`config.mk`:
```
export PLATFORM = sky130hd
export DESIGN_NAME = midpoint_circle_rasterizer_flat
export DESIGN_NICKNAME = d
export VERILOG_FILES = /design/src/sv/mcr_pkg.sv /design/src/sv/mcr_if.sv /design/src/sv/midpoint_circle_rasterizer.sv /design/src/sv/mcr_walk.sv /design/src/sv/mcr_emit.sv /design/src/flat_wrapper.sv
export SDC_FILE = /design/constraint.sdc
export NUM_CORES = 1
export LEC_CHECK = 0
export BUFFER_PORTS_ARGS = -buffer_cell sky130_fd_sc_hd__buf_4
export CAP_MARGIN = 40
export CORE_MARGIN = 10
export CORE_UTILIZATION = 60
export CTS_BUF_LIST = sky130_fd_sc_hd__clkbuf_8
export CTS_CLUSTER_DIAMETER = 100
export DETAILED_ROUTE_END_ITERATION = 7
export MAX_ROUTING_LAYER = met4
export PLACE_DENSITY = 0.88
export SETUP_SLACK_MARGIN = 0.15
export SLEW_MARGIN = 15
export SYNTH_ARGS = -nofsm -noshare
export SYNTH_HDL_FRONTEND = slang
export SYNTH_HIERARCHICAL = 1
export SYNTH_SLANG_ARGS = --single-unit
```
`constraint.sdc`:
```
create_clock -name clk -period 10.2 [get_ports clk]
set_input_delay 1.02 -clock clk [delete_from_list [all_inputs] [get_ports clk]]
set_output_delay 1.02 -clock clk [all_outputs]
set_load 0.05 [all_outputs]
```
`src/sv/mcr_pkg.sv`:
```
// ----------------------------------------------------------------------------
// mcr_pkg
// Shared codes and types for the midpoint circle rasterizer.
// ----------------------------------------------------------------------------
package mcr_pkg;

	localparam int OCT_BITS = 3;

	localparam logic REQ_START = 1'b0;
	localparam logic REQ_STEP  = 1'b1;

	localparam logic [OCT_BITS-1:0] OCT_FIRST = 3'd0;
	localparam logic [OCT_BITS-1:0] OCT_LAST  = 3'd7;

	// walker -> emitter: load a new step record
	typedef struct packed {
		logic load;
		logic done;
	} rec_ctl_t;

endpackage

```
`src/sv/mcr_if.sv`:
```
// ----------------------------------------------------------------------------
// mcr_in_if / mcr_out_if
// Valid/ready channels for request items and point results.
// ----------------------------------------------------------------------------
interface mcr_in_if #(
	parameter int COORD_BITS  = 12,
	parameter int RADIUS_BITS = 10
);
	logic                          valid;
	logic                          ready;
	logic                          req_type;
	logic signed [COORD_BITS-1:0]  origin_x;
	logic signed [COORD_BITS-1:0]  origin_y;
	logic        [RADIUS_BITS-1:0] radius;

	modport source (output valid, req_type, origin_x, origin_y, radius, input ready);
	modport sink   (input valid, req_type, origin_x, origin_y, radius, output ready);
endinterface

interface mcr_out_if #(
	parameter int OUT_BITS = 13
);
	logic                        valid;
	logic                        ready;
	logic signed [OUT_BITS-1:0]  point_x;
	logic signed [OUT_BITS-1:0]  point_y;
	logic [mcr_pkg::OCT_BITS-1:0] octant;
	logic                        last_of_step;
	logic                        circle_done;

	modport source (output valid, point_x, point_y, octant, last_of_step, circle_done,
		input ready);
	modport sink   (input valid, point_x, point_y, octant, last_of_step, circle_done,
		output ready);
endinterface

```
`src/sv/midpoint_circle_rasterizer.sv`:
```
// ----------------------------------------------------------------------------
// midpoint_circle_rasterizer
// Integer midpoint circle walker emitting eight mirrored points per step.
// ----------------------------------------------------------------------------
// A start request latches center and radius and produces no points; a radius
// of zero leaves no circle active. Each step request on an active circle
// yields eight point transactions (octant 0..7) after it passes the input
// register and the step record register. Start requests and steps with no
// active circle retire without waiting on the point output. A single point
// output carries the eight points of a step; the next step is already computed
// and waits in the input register while the current one drains.
module midpoint_circle_rasterizer #(
	parameter int COORD_BITS  = 12,
	parameter int RADIUS_BITS = 10
) (
	input  logic       clk,
	input  logic       arst_n,
	mcr_in_if.sink     in_ch,
	mcr_out_if.source  out_ch
);
	mcr_pkg::rec_ctl_t             rec_ctl;
	logic                          rec_free;
	logic signed [COORD_BITS-1:0]  rec_cx;
	logic signed [COORD_BITS-1:0]  rec_cy;
	logic        [RADIUS_BITS-1:0] rec_x;
	logic        [RADIUS_BITS-1:0] rec_y;

	mcr_walk #(
		.COORD_BITS  (COORD_BITS),
		.RADIUS_BITS (RADIUS_BITS)
	) u_walk (
		.clk      (clk),
		.arst_n   (arst_n),
		.in_ch    (in_ch),
		.rec_free (rec_free),
		.rec_ctl  (rec_ctl),
		.rec_cx   (rec_cx),
		.rec_cy   (rec_cy),
		.rec_x    (rec_x),
		.rec_y    (rec_y)
	);

	mcr_emit #(
		.COORD_BITS  (COORD_BITS),
		.RADIUS_BITS (RADIUS_BITS)
	) u_emit (
		.clk      (clk),
		.arst_n   (arst_n),
		.rec_ctl  (rec_ctl),
		.rec_cx   (rec_cx),
		.rec_cy   (rec_cy),
		.rec_x    (rec_x),
		.rec_y    (rec_y),
		.rec_free (rec_free),
		.out_ch   (out_ch)
	);

	// a step record never overwrites one that is still draining
	a_no_overwrite: assert property (@(posedge clk) disable iff (!arst_n)
		rec_ctl.load |-> rec_free)
		else $error("step record loaded while previous step still pending");

	// points of a step come back to back in the record until the eighth
	a_step_continues: assert property (@(posedge clk) disable iff (!arst_n)
		(out_ch.valid && out_ch.ready && !out_ch.last_of_step) |=> out_ch.valid)
		else $error("step ended before its eighth point");

	a_done_steady: assert property (@(posedge clk) disable iff (!arst_n)
		(out_ch.valid && out_ch.ready && !out_ch.last_of_step)
		|=> (out_ch.circle_done == $past(out_ch.circle_done)))
		else $error("done mark changed within a step");

endmodule

```
`src/sv/mcr_walk.sv`:
```
// ----------------------------------------------------------------------------
// mcr_walk
// Input register and circle walk state; one request retires per cycle unless a step waits for a free step record.
// ----------------------------------------------------------------------------
module mcr_walk #(
	parameter int COORD_BITS  = 12,
	parameter int RADIUS_BITS = 10
) (
	input  logic                          clk,
	input  logic                          arst_n,
	mcr_in_if.sink                        in_ch,
	input  logic                          rec_free,
	output mcr_pkg::rec_ctl_t             rec_ctl,
	output logic signed [COORD_BITS-1:0]  rec_cx,
	output logic signed [COORD_BITS-1:0]  rec_cy,
	output logic        [RADIUS_BITS-1:0] rec_x,
	output logic        [RADIUS_BITS-1:0] rec_y
);
	localparam int XW = RADIUS_BITS + 1;
	localparam int IW = RADIUS_BITS + 1;
	localparam int EW = RADIUS_BITS + 3;

	logic                          valid_s1;
	logic                          type_s1;
	logic signed [COORD_BITS-1:0]  cx_s1;
	logic signed [COORD_BITS-1:0]  cy_s1;
	logic        [RADIUS_BITS-1:0] rad_s1;

	logic signed [COORD_BITS-1:0]  cx_q;
	logic signed [COORD_BITS-1:0]  cy_q;
	logic        [RADIUS_BITS-1:0] rad_q;
	logic signed [XW-1:0]          walk_x_q;
	logic        [RADIUS_BITS-1:0] walk_y_q;
	logic        [IW-1:0]          x_inc_q;
	logic        [IW-1:0]          y_inc_q;
	logic signed [EW-1:0]          err_q;
	logic                          active_q;

	logic                          is_step;
	logic                          fire;
	logic                          e_le;
	logic                          e_gt;
	logic signed [EW-1:0]          err_1;
	logic signed [EW-1:0]          err_2;
	logic        [RADIUS_BITS-1:0] y_1;
	logic        [IW-1:0]          yi_1;
	logic        [IW-1:0]          xi_1;
	logic signed [XW-1:0]          x_1;
	logic                          done_1;

	assign is_step     = (type_s1 == mcr_pkg::REQ_STEP) && active_q;
	assign fire        = valid_s1 && (!is_step || rec_free);
	assign in_ch.ready = !valid_s1 || fire;

	// one midpoint update
	always_comb begin
		e_le  = (err_q <= $signed(EW'(0)));
		err_1 = e_le ? err_q + $signed({2'b00, y_inc_q}) : err_q;
		y_1   = walk_y_q + RADIUS_BITS'(e_le);
		yi_1  = e_le ? y_inc_q + IW'(2) : y_inc_q;
		e_gt  = (err_1 > $signed(EW'(0)));
		xi_1  = e_gt ? x_inc_q + IW'(2) : x_inc_q;
		x_1   = e_gt ? walk_x_q - $signed(XW'(1)) : walk_x_q;
		err_2 = e_gt ? err_1 + $signed({2'b00, xi_1}) - $signed({2'b00, rad_q, 1'b0}) : err_1;
		done_1 = (x_1 < $signed({1'b0, y_1}));
	end

	assign rec_ctl.load = fire && is_step;
	assign rec_ctl.done = done_1;
	assign rec_cx       = cx_q;
	assign rec_cy       = cy_q;
	assign rec_x        = walk_x_q[RADIUS_BITS-1:0];
	assign rec_y        = walk_y_q;

	always_ff @(posedge clk or negedge arst_n) begin
		if (!arst_n) begin
			valid_s1 <= 1'b0;
		end else if (in_ch.ready) begin
			valid_s1 <= in_ch.valid;
		end
	end

	always_ff @(posedge clk) begin
		if (in_ch.valid && in_ch.ready) begin
			type_s1 <= in_ch.req_type;
			cx_s1   <= in_ch.origin_x;
			cy_s1   <= in_ch.origin_y;
			rad_s1  <= in_ch.radius;
		end
	end

	always_ff @(posedge clk or negedge arst_n) begin
		if (!arst_n) begin
			cx_q     <= '0;
			cy_q     <= '0;
			rad_q    <= '0;
			walk_x_q <= '0;
			walk_y_q <= '0;
			x_inc_q  <= IW'(1);
			y_inc_q  <= IW'(1);
			err_q    <= '0;
			active_q <= 1'b0;
		end else if (fire) begin
			if (type_s1 == mcr_pkg::REQ_START) begin
				cx_q     <= cx_s1;
				cy_q     <= cy_s1;
				rad_q    <= rad_s1;
				walk_x_q <= $signed({1'b0, rad_s1}) - $signed(XW'(1));
				walk_y_q <= '0;
				x_inc_q  <= IW'(1);
				y_inc_q  <= IW'(1);
				err_q    <= $signed(EW'(1)) - $signed({2'b00, rad_s1, 1'b0});
				active_q <= (rad_s1 != '0);
			end else if (active_q) begin
				walk_x_q <= x_1;
				walk_y_q <= y_1;
				x_inc_q  <= xi_1;
				y_inc_q  <= yi_1;
				err_q    <= err_2;
				active_q <= !done_1;
			end
		end
	end

endmodule

```
`src/sv/mcr_emit.sv`:
```
// ----------------------------------------------------------------------------
// mcr_emit
// Step record register; walks the eight mirrored points onto the output.
// ----------------------------------------------------------------------------
module mcr_emit #(
	parameter int COORD_BITS  = 12,
	parameter int RADIUS_BITS = 10
) (
	input  logic                          clk,
	input  logic                          arst_n,
	input  mcr_pkg::rec_ctl_t             rec_ctl,
	input  logic signed [COORD_BITS-1:0]  rec_cx,
	input  logic signed [COORD_BITS-1:0]  rec_cy,
	input  logic        [RADIUS_BITS-1:0] rec_x,
	input  logic        [RADIUS_BITS-1:0] rec_y,
	output logic                          rec_free,
	mcr_out_if.source                     out_ch
);
	localparam int OB = COORD_BITS + 1;
	localparam int WW = (OB > RADIUS_BITS + 1) ? OB : RADIUS_BITS + 1;

	logic                          valid_q;
	logic                          done_q;
	logic [mcr_pkg::OCT_BITS-1:0]  oct_q;
	logic signed [COORD_BITS-1:0]  cx_q;
	logic signed [COORD_BITS-1:0]  cy_q;
	logic        [RADIUS_BITS-1:0] x_q;
	logic        [RADIUS_BITS-1:0] y_q;

	logic                          last;
	logic [RADIUS_BITS-1:0]        u;
	logic [RADIUS_BITS-1:0]        v;
	logic signed [WW-1:0]          u_w;
	logic signed [WW-1:0]          v_w;
	logic signed [WW-1:0]          px_w;
	logic signed [WW-1:0]          py_w;

	assign last     = (oct_q == mcr_pkg::OCT_LAST);
	assign rec_free = !valid_q || (out_ch.ready && last);

	// octant bit 2 swaps x/y, bit 1 negates the column term, bit 0 picks +row
	always_comb begin
		u    = oct_q[2] ? y_q : x_q;
		v    = oct_q[2] ? x_q : y_q;
		u_w  = $signed({{(WW-RADIUS_BITS){1'b0}}, u});
		v_w  = $signed({{(WW-RADIUS_BITS){1'b0}}, v});
		px_w = $signed({{(WW-COORD_BITS){cx_q[COORD_BITS-1]}}, cx_q})
			+ (oct_q[1] ? -u_w : u_w);
		py_w = $signed({{(WW-COORD_BITS){cy_q[COORD_BITS-1]}}, cy_q})
			+ (oct_q[0] ? v_w : -v_w);
	end

	assign out_ch.valid        = valid_q;
	assign out_ch.point_x      = px_w[OB-1:0];
	assign out_ch.point_y      = py_w[OB-1:0];
	assign out_ch.octant       = oct_q;
	assign out_ch.last_of_step = last;
	assign out_ch.circle_done  = done_q;

	always_ff @(posedge clk or negedge arst_n) begin
		if (!arst_n) begin
			valid_q <= 1'b0;
			oct_q   <= mcr_pkg::OCT_FIRST;
		end else if (rec_ctl.load) begin
			valid_q <= 1'b1;
			oct_q   <= mcr_pkg::OCT_FIRST;
		end else if (valid_q && out_ch.ready) begin
			oct_q <= oct_q + 1'b1;
			if (last) begin
				valid_q <= 1'b0;
			end
		end
	end

	always_ff @(posedge clk) begin
		if (rec_ctl.load) begin
			cx_q   <= rec_cx;
			cy_q   <= rec_cy;
			x_q    <= rec_x;
			y_q    <= rec_y;
			done_q <= rec_ctl.done;
		end
	end

endmodule
```
`src/flat_wrapper.sv`:
```
// flat-port wrapper written by rule: the top's interface ports become plain ports
module midpoint_circle_rasterizer_flat 
#(
	parameter int COORD_BITS  = 12,
	parameter int RADIUS_BITS = 10
)
  (clk, arst_n, in_ch_valid, in_ch_req_type, in_ch_origin_x, in_ch_origin_y, in_ch_radius, in_ch_ready, out_ch_valid, out_ch_point_x, out_ch_point_y, out_ch_octant, out_ch_last_of_step, out_ch_circle_done, out_ch_ready);
  mcr_in_if #(.COORD_BITS(COORD_BITS), .RADIUS_BITS(RADIUS_BITS)) in_ch_i ();
  mcr_out_if out_ch_i ();
  input  logic clk;
  input  logic arst_n;
  input wire logic [$bits(in_ch_i.valid)-1:0] in_ch_valid;
  input wire logic [$bits(in_ch_i.req_type)-1:0] in_ch_req_type;
  input wire logic [$bits(in_ch_i.origin_x)-1:0] in_ch_origin_x;
  input wire logic [$bits(in_ch_i.origin_y)-1:0] in_ch_origin_y;
  input wire logic [$bits(in_ch_i.radius)-1:0] in_ch_radius;
  output wire logic [$bits(in_ch_i.ready)-1:0] in_ch_ready;
  output wire logic [$bits(out_ch_i.valid)-1:0] out_ch_valid;
  output wire logic [$bits(out_ch_i.point_x)-1:0] out_ch_point_x;
  output wire logic [$bits(out_ch_i.point_y)-1:0] out_ch_point_y;
  output wire logic [$bits(out_ch_i.octant)-1:0] out_ch_octant;
  output wire logic [$bits(out_ch_i.last_of_step)-1:0] out_ch_last_of_step;
  output wire logic [$bits(out_ch_i.circle_done)-1:0] out_ch_circle_done;
  input wire logic [$bits(out_ch_i.ready)-1:0] out_ch_ready;
  assign in_ch_i.valid = in_ch_valid;
  assign in_ch_i.req_type = in_ch_req_type;
  assign in_ch_i.origin_x = in_ch_origin_x;
  assign in_ch_i.origin_y = in_ch_origin_y;
  assign in_ch_i.radius = in_ch_radius;
  assign in_ch_ready = in_ch_i.ready;
  assign out_ch_valid = out_ch_i.valid;
  assign out_ch_point_x = out_ch_i.point_x;
  assign out_ch_point_y = out_ch_i.point_y;
  assign out_ch_octant = out_ch_i.octant;
  assign out_ch_last_of_step = out_ch_i.last_of_step;
  assign out_ch_circle_done = out_ch_i.circle_done;
  assign out_ch_i.ready = out_ch_ready;
  midpoint_circle_rasterizer #(.COORD_BITS(COORD_BITS), .RADIUS_BITS(RADIUS_BITS)) u_core (.clk(clk), .arst_n(arst_n), .in_ch(in_ch_i), .out_ch(out_ch_i));
endmodule
```
; Word-level counts from Yosys, hierarchy flattened
; Cells that the tools add are included.
[classes]
div_mod_pow = 0
n_reduce_logical = 20
eq_ne = 3
n_shift = 0
mux = 26
multipliers = 0
bitwise = 1
addsub = 14
n_lt_le_gt_ge = 3
[ops]
columns = operator, n
row1 = 11-bit 2-to-1 mux, 9
row2 = 13-bit 2-to-1 mux, 6
row3 = 10-bit 2-to-1 mux, 4
row4 = 12-bit by 13-bit adder with 13-bit output, 2
row5 = 13-bit by 12-bit adder with 13-bit output, 2
row6 = 10-bit negation with 13-bit output, 2
row7 = "11-bit by 2-bit adder with 11-bit output, second input constant", 2
row8 = "13-bit by 1-bit greater-than comparator with 1-bit output, second input constant", 1
row9 = "13-bit by 1-bit <= comparator with 1-bit output, second input constant", 1
row10 = 13-bit by 12-bit subtractor with 13-bit output, 1
row11 = "1-bit by 11-bit subtractor with 12-bit output, first input constant", 1
row12 = 11-bit < comparator, 1
row13 = "10-bit by 1-bit subtractor with 11-bit output, second input constant", 1
row14 = "11-bit by 2-bit subtractor with 11-bit output, second input constant", 1
row15 = 10-bit by 1-bit adder with 10-bit output, 1
row16 = 10-bit nonzero test, 1
row17 = 1-bit logical AND, 6
row18 = 3-bit 2-to-1 mux, 2
row19 = 2-bit AND reduction, 3
row20 = 1-bit 2-to-1 mux, 5
row21 = 1-bit logical NOT, 4
row22 = "2-bit by 1-bit inequality test with 1-bit output, second input constant", 2
row23 = 2-bit nonzero test, 2
row24 = "3-bit by 1-bit adder with 3-bit output, second input constant", 1
row25 = 4 further kinds, 6
[word_totals]
mem_bits_ro = 0
ramBits = 0
wordCells = 88
register_bits = 176
mem_count = 0
latch_bits = 0
inputBits = 39
out_inout_bits = 33

; Longest topological paths before layout
[logic_depth]
word_depth = 9
ltp_mapped = 25
ltp_nobuf = 24

; Modules after synthesis
; The synthesis kept the hierarchy.
[modules_own_cells]
columns = module, area_each_um2, instances, seq_area_each_um2, cells_per_inst
row1 = mcr_walk, 7543.5, 1, 3355.7, 759
row2 = mcr_emit, 3435.8, 1, 1451.4, 316

; Worst setup path after synthesis
; OpenSTA, ideal clock, no wires.
[synth_timing]
path_type = reg-to-reg
from = reg u_core.u_walk.y_inc_q[0]
to = reg u_core.u_walk.err_q[12]
t_arrival_ps = 5698
stages_incl_launch_ff = 24
slack_ps = 4420
setup_ps = 82
n_path_buf = 1
synth_period_minus_slack_ps = 5780
required_time_ps = 10118
path_cell_list = dfstp_2 ha_1 inv_1 fa_1 xnor2_1 or4b_2 a211oi_1 nor4bb_4 or2_4 clkbuf_1 nand2_1 nand2_1 fa_1 ha_1 nor2b_1 o21ai_0 a21boi_0 o211ai_1 a21boi_0 o311a_1 o21a_1 o21a_1 or4_1 a31oi_1
[synth_between]
elab_chain_len = 9
[synth_lines]
columns = item, line_no
row1 = start: declaration, mcr_walk.sv:35  ; logic [IW-1:0] y_inc_q;
row2 = start signal: assignment, mcr_walk.sv:118  ; y_inc_q <= yi_1;
row3 = 13-bit by 12-bit adder with 13-bit output *, mcr_walk.sv:58  ; err_1 = e_le ? err_q + $signed({2'b00, y_inc_q}) : err_q;
row4 = 13-bit 2-to-1 mux *, mcr_walk.sv:58
row5 = 13-bit by 1-bit greater-than comparator with 1-bit output, mcr_walk.sv:61  ; e_gt = (err_1 > $signed(EW'(0)));
row6 = 11-bit 2-to-1 mux, mcr_walk.sv:62  ; xi_1 = e_gt ? x_inc_q + IW'(2) : x_inc_q;
row7 = 13-bit by 12-bit adder with 13-bit output, mcr_walk.sv:64  ; err_2 = e_gt ? err_1 + $signed({2'b00, xi_1}) - $signed({2'b00, rad_q, 1'b0}) : err_1;
row8 = 13-bit by 12-bit subtractor with 13-bit output, mcr_walk.sv:64
row9 = 13-bit 2-to-1 mux *, mcr_walk.sv:64
row10 = 13-bit 2-to-1 mux *, mcr_walk.sv:114  ; end else if (active_q) begin
row11 = 13-bit 2-to-1 mux *, mcr_walk.sv:104  ; if (type_s1 == mcr_pkg::REQ_START) begin
row12 = end signal: assignment, mcr_walk.sv:112  ; err_q <= $signed(EW'(1)) - $signed({2'b00, rad_s1, 1'b0});
row13 = end signal: assignment, mcr_walk.sv:119  ; err_q <= err_2;
row14 = end: declaration, mcr_walk.sv:36  ; logic signed [EW-1:0] err_q;
; Mark *: on every way between the ends. The rest lies on a longest branch, timed or not. The select of a mux whose other input is x is not followed.
; A chain may end at the register's enable or synchronous reset.

; Worst setup path in the final report
[layout_timing]
from = reg u_core.u_walk.err_q[5]
to = reg u_core.u_walk.err_q[11]
[layout_between]
elab_chain_len = 9
elab_cells_between_ends = 10
classes_between = add/sub (3) / order compare (2) / mux (5)
[layout_lines]
columns = item, line_no
row1 = 13-bit by 12-bit adder with 13-bit output or 13-bit by 1-bit <= comparator with 1-bit output (tied branches), "mcr_walk.sv:58, mcr_walk.sv:57"
row2 = 13-bit 2-to-1 mux *, mcr_walk.sv:58
row3 = 13-bit by 1-bit greater-than comparator with 1-bit output, mcr_walk.sv:61
row4 = 11-bit 2-to-1 mux, mcr_walk.sv:62
row5 = 13-bit by 12-bit adder with 13-bit output, mcr_walk.sv:64
row6 = 13-bit by 12-bit subtractor with 13-bit output, mcr_walk.sv:64
row7 = 13-bit 2-to-1 mux *, mcr_walk.sv:64
row8 = 13-bit 2-to-1 mux *, mcr_walk.sv:114
row9 = 13-bit 2-to-1 mux *, mcr_walk.sv:104
; Marks and branches as above.

==> metrics.yaml <==
synthesis:
  ys_ff_latch: 176
  syn_area_sq_mm: 0.01098
  synth-seq-area-share_pct: 43.78
  muxShareOfSynthArea_pct: 4.866
  synth_compound_area_share_pct: 15.83
  avgSynthCellArea_sq_um: 10.21
  synth_warnings: 6
  synth-xor-area-share_pct: 7.020
  synth_edf_count: 80
  synthArstFlopShare_pct: 54.55
  synth.distinct_cells: 81
  synth_fa_ha_area_share_pct: 10.12
  netlist_instances: 1075
  synth_ff_type: "dfrtp_1"
  synth_top_family_by_area: "compound AO/OA/AOI/OAI gates"
  syn_nets: 1195
  synthSimpleGateAreaFrac_pct: 14.38
timing:
  fin_skew_ns: 0.01427
  slew-limit-headroom_pct: 44.26
  max_clock_freq_mhz: 158.6
  tns_ns: 0
  finalHoldViolCount: 0
  worst_slew_pin_slew_ns: 0.8361
  grt_setup_unrepaired: "no"
  drv_slew: 0
  period_needed_ns: 6.305
  finalSetupViolCount: 0
  worst_hold_slack_ns: 0.4531
  finalCritPeriodShare_pct: 61.81
grt:
  grt_max_degree: 65
  grt_pass1_wl_um: 43330
  antenna_found_initial: 0
  overflow: 0
  gr-usage-all-layers_pct: 22.74
  grt_pass1_vias: 8459
floorplan:
  io_pins: 72
  core_region_area_sq_mm: 0.01796
  chipWidth_um: 155.3
  die_h_um: 155.3
  initial_core_util_pct: 61.12
  rows: 49
  die_area_sq_mm: 0.02411
run_status:
  outcome: "completed"
clocking:
  hold_buffers: 0
  numCtsBuffers: 17
  cts_tree: "yes"
  clk_path_buf_depth: 2
  clkSinkCount: 176
  htree_levels: 4
  ctsResizeCount: 0
  post_cts_buffers: 0
  root_buffer: "clkbuf_8"
  clk_pin_slew_ns: 0.11
  clk_latency_ns: 0.48
placement:
  portBuffers: 71
  post-dp-hpwl_um: 19320
  place_area_sq_mm: 0.01167
  place.gp.congestion: 0.9477
worst_setup_path:
  path_class: "register to register"
  worst-path-buf-inv: 2
  cp.required_ns: 10.60
  critPathCaptureType: "register"
  timing.rr.start: "u_core/u_walk/err_q[5]"
  worst-path-max-fanout: 33
  rrSetupSlack_ns: 3.90
  crit_family: "simple AND/OR/NAND/NOR gates"
  timing.rr.end: "u_core/u_walk/err_q[11]"
  start_kind: "register"
  cpPeakStageDelay_ns: 0.57
  slowest_stage: "or4_4"
  critPathArrivalTime_ns: 6.70
  r2r_cells: 23
  crit_chain: "or4_4, nor4_4, nor2_2, clkinv_2, mux2_2, a211oi_1, nor4bb_4, nor2_2, buf_4, nand2_1, nand2_1, fa_1, ha_1, o21a_1, o21a_1, o21ai_0, a21boi_0, o21ai_0, a211o_1, nand2b_1, or3b_2, a41o_1, a21oi_1"
finish:
  multi_input_area_sq_mm: 0.005737
  diodes: 0
  layout.nets: 1250
  design_area_sq_mm: 0.01212
  area_growth_pct: 10.36
  final_cell_mix: "nand2_1 (93), dfrtp_1 (93), edfxtp_1 (80), buf_4 (79), o21ai_0 (77)"
  seq_area_sq_mm: 0.004808
  nFillCells: 1286
  layout-drive-gt1-share_pct: 14.61
detailed_routing:
  drc: 0
  avgViaCountPerCell: 6.375
  ant_nets: 0
  drtIter0Drc: 946
  drt_pass1_iterations: 5
  avgRoutedWirePerCell_um: 19.61
  routed_wl_um: 26900
  vias: 8746
hold_path:
  min_path_type: "register to register"
  min-delay-start: "u_core/u_walk/rec_cy[5]"
  min_path_cells: 0
  hold_path_end: "u_core/u_emit/cy_q[5]"
job:
  drv_cap: 0
synth_stat cells (5+ instances only):
library cell,n,area (sq um)
a211o_1,5,43.79
a211oi_1,12,90.09
a21o_1,16,120.1
a21oi_1,59,295.3
a22o_1,6,52.55
a22oi_1,7,52.55
a31oi_1,10,62.56
and2_1,7,43.79
and3_1,10,62.56
buf_2,5,25.02
buf_4,13,97.59
clkbuf_1,24,90.09
dfrtp_1,94,2352
edfxtp_1,80,2402
fa_1,13,260.3
ha_1,68,850.8
inv_1,54,202.7
mux2_2,27,304.0
mux2i_1,23,230.2
nand2_1,93,349.1
nand2b_1,14,87.58
nand3_1,23,115.1
nand4_1,9,56.30
nor2_1,72,270.3
nor2b_1,11,68.82
nor3_1,27,135.1
nor4_1,6,37.54
o211ai_1,11,82.58
o21a_1,13,97.59
o21ai_0,77,385.4
o22ai_1,7,43.79
o31a_1,5,43.79
or3_1,5,31.28
or4_1,7,52.55
xnor2_1,48,420.4
xor2_1,40,350.3
area by class of cell:
type	count	share of cell area (%)
Clock inverter	15	1.735
Tap cell	229	2.365
Timing Repair Buffer	81	5.225
Multi-Input combinational cell	799	47.35
Sequential cell	176	39.68
Clock buffer	17	1.931
Inverter	55	1.714
worst max path at each step:
stage / cells after the start / to / slack (ns) / startpoint
final: 23 / u_core/u_walk/err_q[11] / 3.90 / u_core/u_walk/err_q[5]
after detailed placement: 23 / u_core/u_walk/err_q[12] / 4.11 / u_core/u_walk/err_q[5]
after global placement: 23 / u_core/u_walk/err_q[12] / 4.24 / u_core/u_walk/err_q[5]
after global routing: 23 / u_core/u_walk/err_q[12] / 3.45 / u_core/u_walk/err_q[5]
after floorplan: 23 / u_core/u_walk/err_q[12] / 4.42 / u_core/u_walk/y_inc_q[0]
after CTS: 23 / u_core/u_walk/err_q[12] / 4.00 / u_core/u_walk/err_q[5]
stage by stage:
step / utilization, % / instances / setup WS [ns]
finish: 67.45 / 1372 / 3.895
global route: 67.45 / 1372 / 3.447
CTS: 67.45 / 1372 / 4.004
detailed placement: 64.98 / 1340 / 4.109
global placement: 64.71 / 1337 / 4.238
floorplan: - / 1075 / 4.420
layer usage:
| metal | GRT usage (%) | vias to the layer above | wire (um) |
|---|---|---|---|
| met5 | - | - | 0 |
| met4 | 7.843 | 0 | 697 |
| met3 | 4.411 | 68 | 1988 |
| met2 | 35.57 | 413 | 12750 |
| met1 | 29.17 | 4247 | 11470 |
| li1 | - | 4018 | - |
logic make-up (layout without fill, tap and decap cells):
family	after synthesis	in the layout
muxes	50	50
xor gates and xnor gates	88	88
adders and majority gates	81	81
and+or+nand+nor	311	311
DFF	176	176
AOI/OAI and AO/OA	269	269
buffers and inverters	100	168
worst reg2reg max path: stages (launching register included):
cell and delay (ns):
dfrtp_1 0.45, or4_4 0.57, nor4_4 0.35, nor2_2 0.14
clkinv_2 0.18, mux2_2 0.41, a211oi_1 0.23, nor4bb_4 0.40
nor2_2 0.05, buf_4 0.27, nand2_1 0.14, nand2_1 0.09
fa_1 0.45, ha_1 0.35, o21a_1 0.16, o21a_1 0.13
o21ai_0 0.11, a21boi_0 0.25, o21ai_0 0.15, a211o_1 0.29
nand2b_1 0.17, or3b_2 0.45, a41o_1 0.24, a21oi_1 0.18
sequential cells by signal, indices dropped and copies added, names as in the netlist, 11 cells and up:
name and cells:
u_core/u_walk/cx_s1 12, u_core/u_walk/err_q 13, u_core/u_walk/rec_cy 12, u_core/u_walk/y_inc_q 11
u_core/u_walk/rec_cx 12, u_core/u_walk/walk_x_q 11, u_core/u_walk/x_inc_q 11, u_core/u_emit/cx_q 12
u_core/u_walk/cy_s1 12, u_core/u_emit/cy_q 12
Power is left out: the tool's default activity adds up to more than one toggle a clock period on the data nets, which glitch-free logic cannot reach.
